File: config.mk
export PLATFORM = sky130hd
export DESIGN_NAME = rx_link_statistics_unit
export DESIGN_NICKNAME = d
export VERILOG_FILES = /design/src/rtl/rxls_pkg.sv /design/src/rtl/rxls_seq_compare.sv /design/src/rtl/rx_link_statistics_unit.sv
export SDC_FILE = /design/constraint.sdc
export NUM_CORES = 1
export LEC_CHECK = 0
export ABC_CLOCK_PERIOD_IN_PS = 10650
export BUFFER_PORTS_ARGS = -buffer_cell sky130_fd_sc_hd__buf_2
export CORE_ASPECT_RATIO = 1.75
export CORE_MARGIN = 1.5
export CORE_UTILIZATION = 58
export CTS_CLUSTER_SIZE = 10
export DETAILED_ROUTE_END_ITERATION = 10
export PLACE_DENSITY = 0.9
export SYNTH_ARGS = -nofsm -noshare
export SYNTH_HDL_FRONTEND = slang
export SYNTH_SLANG_ARGS = --single-unit
export TNS_END_PERCENT = 20
File: constraint.sdc
create_clock -name clk_i -period 10.65 [get_ports clk_i]
set_clock_uncertainty 0.1 [all_clocks]
set_input_delay 2.13 -clock clk_i [delete_from_list [all_inputs] [get_ports clk_i]]
set_output_delay 2.13 -clock clk_i [all_outputs]
set_load 0.05 [all_outputs]
File: src/rtl/rxls_pkg.sv
// Package for the receive link statistics unit.
// Holds the event codes, the item and result payload types and the default counter width.
// No dependencies.
`timescale 1ns / 1ps

package rxls_pkg;

  localparam int unsigned CounterBitsDefault = 32;
  localparam int unsigned SeqBits = 16;
  localparam int unsigned OutCountBits = 32;

  localparam logic [2:0] OP_GOOD_FRAME = 3'd0;
  localparam logic [2:0] OP_LENGTH_ERR = 3'd1;
  localparam logic [2:0] OP_MAGIC_ERR  = 3'd2;
  localparam logic [2:0] OP_CRC_ERR    = 3'd3;
  localparam logic [2:0] OP_CLEAR_ALL  = 3'd4;

  typedef struct packed {
    logic [2:0]         op;
    logic [SeqBits-1:0] sequence_req;
  } rxls_item_t;

  typedef struct packed {
    logic [OutCountBits-1:0] frame_ok_count;
    logic [OutCountBits-1:0] length_error_count;
    logic [OutCountBits-1:0] magic_error_count;
    logic [OutCountBits-1:0] crc_error_count;
    logic [OutCountBits-1:0] duplicate_count;
    logic [OutCountBits-1:0] gap_total;
    logic [OutCountBits-1:0] out_of_order_count;
    logic [SeqBits-1:0]      previous_sequence;
    logic                    baseline_valid;
  } rxls_result_t;

  typedef struct packed {
    logic               duplicate;
    logic               reorder;
    logic [SeqBits-1:0] gap;
  } rxls_cmp_t;

endpackage

File: src/rtl/rxls_seq_compare.sv
// Sequence number classifier for the receive link statistics unit.
// Compares a new sequence number with the previous one; uses rxls_pkg.
`timescale 1ns / 1ps

module rxls_seq_compare (
  input  logic [rxls_pkg::SeqBits-1:0] seq_i,
  input  logic [rxls_pkg::SeqBits-1:0] prev_seq_i,
  output rxls_pkg::rxls_cmp_t          cmp_o
);
  import rxls_pkg::*;

  logic [SeqBits-1:0] expected;

  // The next expected number wraps at the top of the sequence space, but the
  // forward compare below is a plain unsigned compare.
  assign expected = prev_seq_i + SeqBits'(1);

  always_comb begin
    cmp_o = '0;
    if (seq_i == prev_seq_i) begin
      cmp_o.duplicate = 1'b1;
    end else if (seq_i == expected) begin
      cmp_o = '0;
    end else if (seq_i > expected) begin
      cmp_o.gap = seq_i - expected;
    end else begin
      cmp_o.reorder = 1'b1;
    end
  end

endmodule

File: src/rtl/rx_link_statistics_unit.sv
// Top level of the receive link statistics unit.
// Uses rxls_pkg and rxls_seq_compare.
// Usage:
// Each input transfer carries one receive event: a good frame with its
// sequence number, a length, magic or CRC error, or a clear of all counters.
// Every event yields exactly one output transfer with a snapshot of all
// counters taken after that event's update.
// The input transfer is captured in an input register; once the output
// register is free, the counters are updated and the snapshot is loaded into
// the output register. Throughput is one event per cycle while the receiver
// takes every result; the single counter update stage sets it.
// When the receiver stalls, the output holds and the input register fills;
// in_ready_o then drops until the output transfer completes.
// Reset clears all counters, the previous sequence number and the baseline
// flag, and empties both registers. Unknown event codes leave the counters
// unchanged and still return a snapshot.
`timescale 1ns / 1ps

module rx_link_statistics_unit #(
  parameter int unsigned COUNTER_BITS = rxls_pkg::CounterBitsDefault
) (
  input  logic                   clk_i,
  input  logic                   rst_ni,
  input  logic                   in_valid_i,
  output logic                   in_ready_o,
  input  rxls_pkg::rxls_item_t   in_data_i,
  output logic                   out_valid_o,
  input  logic                   out_ready_i,
  output rxls_pkg::rxls_result_t out_data_o
);
  import rxls_pkg::*;

  logic               item_valid_q, item_valid_d;
  rxls_item_t         item_q;
  logic               out_valid_q, out_valid_d;
  rxls_result_t       out_data_q, out_data_d;
  logic               advance;

  logic [COUNTER_BITS-1:0] frames_q, frames_d;
  logic [COUNTER_BITS-1:0] len_err_q, len_err_d;
  logic [COUNTER_BITS-1:0] magic_err_q, magic_err_d;
  logic [COUNTER_BITS-1:0] crc_err_q, crc_err_d;
  logic [COUNTER_BITS-1:0] dup_q, dup_d;
  logic [COUNTER_BITS-1:0] gap_q, gap_d;
  logic [COUNTER_BITS-1:0] reorder_q, reorder_d;
  logic [SeqBits-1:0]      prev_seq_q, prev_seq_d;
  logic                    baseline_q, baseline_d;
  rxls_cmp_t               cmp;

  assign advance    = item_valid_q && (!out_valid_q || out_ready_i);
  assign in_ready_o = !item_valid_q || advance;

  always_comb begin
    item_valid_d = item_valid_q;
    if (in_valid_i && in_ready_o) begin
      item_valid_d = 1'b1;
    end else if (advance) begin
      item_valid_d = 1'b0;
    end
  end

  always_ff @(posedge clk_i) begin
    if (in_valid_i && in_ready_o) begin
      item_q <= in_data_i;
    end
  end

  rxls_seq_compare u_seq_compare (
    .seq_i      (item_q.sequence_req),
    .prev_seq_i (prev_seq_q),
    .cmp_o      (cmp)
  );

  always_comb begin
    frames_d    = frames_q;
    len_err_d   = len_err_q;
    magic_err_d = magic_err_q;
    crc_err_d   = crc_err_q;
    dup_d       = dup_q;
    gap_d       = gap_q;
    reorder_d   = reorder_q;
    prev_seq_d  = prev_seq_q;
    baseline_d  = baseline_q;
    if (advance) begin
      case (item_q.op)
        OP_GOOD_FRAME: begin
          frames_d   = frames_q + COUNTER_BITS'(1);
          prev_seq_d = item_q.sequence_req;
          baseline_d = 1'b1;
          if (baseline_q) begin
            dup_d     = dup_q + COUNTER_BITS'(cmp.duplicate);
            reorder_d = reorder_q + COUNTER_BITS'(cmp.reorder);
            gap_d     = gap_q + COUNTER_BITS'(cmp.gap);
          end
        end
        OP_LENGTH_ERR: len_err_d   = len_err_q + COUNTER_BITS'(1);
        OP_MAGIC_ERR:  magic_err_d = magic_err_q + COUNTER_BITS'(1);
        OP_CRC_ERR:    crc_err_d   = crc_err_q + COUNTER_BITS'(1);
        OP_CLEAR_ALL: begin
          frames_d    = '0;
          len_err_d   = '0;
          magic_err_d = '0;
          crc_err_d   = '0;
          dup_d       = '0;
          gap_d       = '0;
          reorder_d   = '0;
          prev_seq_d  = '0;
          baseline_d  = 1'b0;
        end
        default: baseline_d = baseline_q;
      endcase
    end
  end

  always_comb begin
    out_data_d.frame_ok_count     = OutCountBits'(frames_d);
    out_data_d.length_error_count = OutCountBits'(len_err_d);
    out_data_d.magic_error_count  = OutCountBits'(magic_err_d);
    out_data_d.crc_error_count    = OutCountBits'(crc_err_d);
    out_data_d.duplicate_count    = OutCountBits'(dup_d);
    out_data_d.gap_total          = OutCountBits'(gap_d);
    out_data_d.out_of_order_count = OutCountBits'(reorder_d);
    out_data_d.previous_sequence  = prev_seq_d;
    out_data_d.baseline_valid     = baseline_d;
  end

  always_comb begin
    out_valid_d = out_valid_q;
    if (advance) begin
      out_valid_d = 1'b1;
    end else if (out_ready_i) begin
      out_valid_d = 1'b0;
    end
  end

  always_ff @(posedge clk_i or negedge rst_ni) begin
    if (!rst_ni) begin
      item_valid_q <= 1'b0;
      out_valid_q  <= 1'b0;
      frames_q     <= '0;
      len_err_q    <= '0;
      magic_err_q  <= '0;
      crc_err_q    <= '0;
      dup_q        <= '0;
      gap_q        <= '0;
      reorder_q    <= '0;
      prev_seq_q   <= '0;
      baseline_q   <= 1'b0;
    end else begin
      item_valid_q <= item_valid_d;
      out_valid_q  <= out_valid_d;
      frames_q     <= frames_d;
      len_err_q    <= len_err_d;
      magic_err_q  <= magic_err_d;
      crc_err_q    <= crc_err_d;
      dup_q        <= dup_d;
      gap_q        <= gap_d;
      reorder_q    <= reorder_d;
      prev_seq_q   <= prev_seq_d;
      baseline_q   <= baseline_d;
    end
  end

  always_ff @(posedge clk_i) begin
    if (advance) begin
      out_data_q <= out_data_d;
    end
  end

  assign out_valid_o = out_valid_q;
  assign out_data_o  = out_data_q;

`ifndef SYNTH
  a_cmp_exclusive: assert property (@(posedge clk_i) disable iff (!rst_ni)
    item_valid_q |-> $onehot0({cmp.duplicate, cmp.reorder, cmp.gap != '0}))
    else $error("sequence compare flagged more than one outcome");

  a_no_baseline_clean: assert property (@(posedge clk_i) disable iff (!rst_ni)
    (out_valid_o && !out_data_o.baseline_valid) |->
      (out_data_o.previous_sequence == '0 && out_data_o.frame_ok_count == '0))
    else $error("snapshot without baseline shows a recorded frame");

  a_good_sets_baseline: assert property (@(posedge clk_i) disable iff (!rst_ni)
    (advance && item_q.op == OP_GOOD_FRAME) |=> (baseline_q && out_valid_o))
    else $error("good frame did not set the baseline");

  a_clear_zeroes: assert property (@(posedge clk_i) disable iff (!rst_ni)
    (advance && item_q.op == OP_CLEAR_ALL) |=>
      (out_valid_o && out_data_o.frame_ok_count == '0 && out_data_o.gap_total == '0))
    else $error("clear did not zero the counters");
`endif

endmodule

==> results.tsv <==
metric	value	unit
result of the run	finished, final reports clean	
total power per unit cell area	199	nW/µm²
dominant combinational cell family by area after synthesis	simple AND/OR/NAND/NOR gates	
pins over their slew limit	0	
Max stage delay on crit path	600	ps
effective utilization at floorplan	58.8	%
number of gates resized after cts	0	
fraction of the mapped netlist area in adder cells	2.56	%
met3 routing resource usage after global routing	4.49	%
share of the synthesized area in compound gates (AO/OA/AOI/OAI)	8.25	%
parity-gate share of the synthesized area counting xor and xnor cells	5.67	%
Longest Clk Path Bufs	3	
Static Leakage	0.0106	µW
mux cell area share after synthesis	0.891	%
Synthesis Warnings	0	
FF-to-FF path depth	21	
register clock-pin slew on the reported worst setup and hold paths	60	ps
source-to-sink clock delay at the later pin of the worst-skew pair	580	ps
beginning of the worst register-to-register path	prev_seq_q[3]$_DFF_PN0_	
dominant register cell in the synthesized netlist	sky130_fd_sc_hd__edfxtp_1	
number of nets in the final layout	2161	
total standard cell area after synthesis	21600	µm²
worst-margin pin slew	1290	ps
final worst-path setup slack	4430	ps
setup_tns	0	ps
first-iteration detailed-routing DRC count	1219	
worst slack after detailed placement	4680	ps
met2 Usage GRT	50.8	%
critical path class	reg -> reg	
DRC	0	
maximum number of pins on one net before global-route repair	121	
CTS Hold Bufs	0	
worst hold-check path type	reg -> reg	
Register-to-Register Setup Slack	4430	ps
unrepaired setup endpoints after global routing	no	
Slew headroom	14.2	%
clock sink total	503	
wire length of the first global-routing pass	87100	µm
simple-gate share of the synthesized area	16.9	%
worst-path fanout max	17	
hpwl dp	36100	µm
Overflow after GRT	0	
part of the Yosys area used for sequential elements	64.2	%
final weighted congestion in routability-driven placement	0.949	
Root Buffer Master	sky130_fd_sc_hd__clkbuf_16	
layer carrying the most global-route usage	met2	
total routing usage reported by global routing	29.0	%
endpoint of the lowest-slack register-to-register path	out_data_o[77]$_DFFE_PP_	
Boundary Pins	266	
area enclosed by the die boundary	38500	µm²
final hold vios	0	
number of cells in the design after placement	2512	
arrival time worst endpoint	6510	ps
routed wire length	55300	µm
worst path required time	10940	ps
capturing element type of the critical path	flip-flop	
period utilisation layout	58.4	%
WL/cell	21.2	µm
count of buffers from port buffering	265	
count of buffers added by post-CTS timing repair for setup	0	
fraction of final layout cells sized beyond drive strength 1	16.9	%
num rows	93	
number of antenna repair diodes	0	
setup violation total in the final timing report	0	
GR met1 Demand/Resource	31.9	%
residual antenna-violating net count after detailed routing	0	
cell chain of the critical path	and3_1, and2_1, and3_1, nor2b_1, nand3_1, xor2_1, ha_1, and3_1, nand4_1, nor4_1, nor2_1, nand2_1, nor2_1, ha_1, a21oi_1, nand2_1, o41ai_1, a21oi_1, nor3_1, o21ai_0, a21oi_1	
instance count of the mapped netlist	1818	
Pre-Repair DR Iteration Count	5	
Top delay family on crit path	simple AND/OR/NAND/NOR gates	
library cells used by synthesis	71	
crit path launch	prev_seq_q[3]$_DFF_PN0_	
maximum level of the CTS H-tree	2	
core region area	36800	µm²
highest clock rate	161	MHz
mean instance size in the synthesized netlist	11.9	µm²
number of clock buffers inserted by TritonCTS	56	
CP startpoint kind	flip-flop	
total nets after synthesis	1884	
post-synthesis to final-layout area growth	16.0	%
vias after detailed routing	16200	
post-route insts no fill	2616	
initial antenna violation count	0	
max-capacitance violation count	0	
number of register bits inferred by synthesis	503	
via count normalized by instance count	6.18	
Final Util	68.2	%
Slowest-stage cell, CP	sky130_fd_sc_hd__nor3_1	
count of buffer and inverter cells on the critical path	0	
Fillers	2527	
async set-reset flop share out of synthesis	48.3	%
Period minus WS final	6220	ps
number of enable flip-flop cells after synthesis	260	
DIE WIDTH	149	µm
clock tree from TritonCTS	yes	
vias in the first global route	16600	
critical path depth in cells	21	
last element of the critical path	out_data_o[77]$_DFFE_PP_	
maximum vdd ir drop	0.178	mV
Die Span Y	258	µm
registers in the layout, summed over array words and instances (netlist names):
name	count
baseline_q	1
dup_q	32
prev_seq_q	16
magic_err_q	32
crc_err_q	32
reorder_q	32
out_data_o	241
out_valid_o	1
gap_q	32
frames_q	32
item_valid_q	1
len_err_q	32
item_q	19
synth_stat cells, types with 7 or more instances:
cell,number,area share [%]
sky130_fd_sc_hd__edfxtp_1,260,36
sky130_fd_sc_hd__dfrtp_1,243,28
sky130_fd_sc_hd__nand2_1,200,3.5
sky130_fd_sc_hd__nor2_1,173,3.0
sky130_fd_sc_hd__o21ai_0,113,2.6
sky130_fd_sc_hd__nand3_1,112,2.6
sky130_fd_sc_hd__xor2_1,90,3.6
sky130_fd_sc_hd__a21oi_1,68,1.6
sky130_fd_sc_hd__nand4_1,56,1.6
sky130_fd_sc_hd__xnor2_1,50,2.0
sky130_fd_sc_hd__and3_1,46,1.3
sky130_fd_sc_hd__clkbuf_1,42,0.73
sky130_fd_sc_hd__ha_1,41,2.4
sky130_fd_sc_hd__nor3_1,31,0.72
sky130_fd_sc_hd__inv_1,23,0.40
sky130_fd_sc_hd__o31ai_1,22,0.76
sky130_fd_sc_hd__or3_1,22,0.64
sky130_fd_sc_hd__nand2b_1,20,0.58
sky130_fd_sc_hd__mux2i_1,17,0.79
sky130_fd_sc_hd__o211ai_1,16,0.56
sky130_fd_sc_hd__and4_1,15,0.61
sky130_fd_sc_hd__and2_1,11,0.32
sky130_fd_sc_hd__or4_1,11,0.38
sky130_fd_sc_hd__a21o_1,9,0.31
sky130_fd_sc_hd__buf_1,9,0.16
sky130_fd_sc_hd__nand3b_1,9,0.31
sky130_fd_sc_hd__a22o_1,7,0.28
sky130_fd_sc_hd__nor2b_1,7,0.20
sky130_fd_sc_hd__o22ai_1,7,0.20
cells by family after synthesis:
group / after synthesis
AND/OR/NAND/NOR: 739
flip-flops: 503
AO/OA/AOI/OAI: 293
XOR/XNOR: 140
adder cells (fa/ha/maj): 43
multiplexers: 19
buffers and inverters: 81
layer usage:
metal | vias to the layer above | share of wire [%]
met3 | 243 | 6.7
met1 | 7860 | 33
met4 | 0 | 7.4
met5 | - | 0
met2 | 847 | 52
li1 | 7205 | -
worst min path at each step:
stage,start,endpoint,slack (ps),cells after the start
after floorplan,magic_err_q[31]$_DFF_PN0_,magic_err_q[31]$_DFF_PN0_,340,1
after global placement,crc_err_q[31]$_DFF_PN0_,crc_err_q[31]$_DFF_PN0_,350,1
after detailed placement,crc_err_q[31]$_DFF_PN0_,crc_err_q[31]$_DFF_PN0_,380,1
after CTS,crc_err_q[17]$_DFF_PN0_,crc_err_q[17]$_DFF_PN0_,400,1
after global routing,magic_err_q[31]$_DFF_PN0_,magic_err_q[31]$_DFF_PN0_,430,1
final,crc_err_q[17]$_DFF_PN0_,crc_err_q[17]$_DFF_PN0_,400,1
power breakdown:
group / leakage (µW) / switching [µW] / total (µW) / internal [µW]
Sequential: 0.00590 / 107 / 2320 / 2220
Clock: 0.000790 / 740 / 1770 / 1030
Combinational: 0.00391 / 672 / 906 / 234
Total: 0.0106 / 1520 / 4990 / 3470
worst reg2reg max path: cells and delay by family (launching register included):
kind                     cells  cell delay [ps]
AO/OA/AOI/OAI                5             1440
XOR/XNOR                     1              170
adder cells (fa/ha/maj)      2              770
flip-flops                   1              460
AND/OR/NAND/NOR             13             3130
layout by cell type, fill, tap and decap left out, types with 56 or more instances in the layout:
cell type and count:
sky130_fd_sc_hd__buf_2 264, sky130_fd_sc_hd__a21oi_1 68, sky130_fd_sc_hd__edfxtp_1 260, sky130_fd_sc_hd__clkbuf_16 58, sky130_fd_sc_hd__xor2_1 90, sky130_fd_sc_hd__nand3_1 111
sky130_fd_sc_hd__nor2_1 172, sky130_fd_sc_hd__o21ai_0 112, sky130_fd_sc_hd__nand4_1 56, sky130_fd_sc_hd__dfrtp_1 243, sky130_fd_sc_hd__nand2_1 199
layout make-up:
class                           count  area (µm²)  area share (%)
Multi-Input combinational cell   1234        7440            29.6
Tap cell                          475         594            2.37
Clock buffer                      102        1640            6.52
Sequential cell                   503       13900            55.3
Inverter                           24        97.6           0.389
Clock inverter                      2        21.3          0.0848
Timing Repair Buffer              276        1420            5.65
stage by stage:
step | power [µW] | instance area (µm²) | hold WS, ps
after global routing | 5160 | 25100 | 435
after global placement | 3220 | 23400 | 353
final | 4990 | 25100 | 402
after CTS | 5010 | 25100 | 396
after detailed placement | 3240 | 23400 | 385
after floorplan | 3010 | 21600 | 338
(Power assumes the default switching activity.)
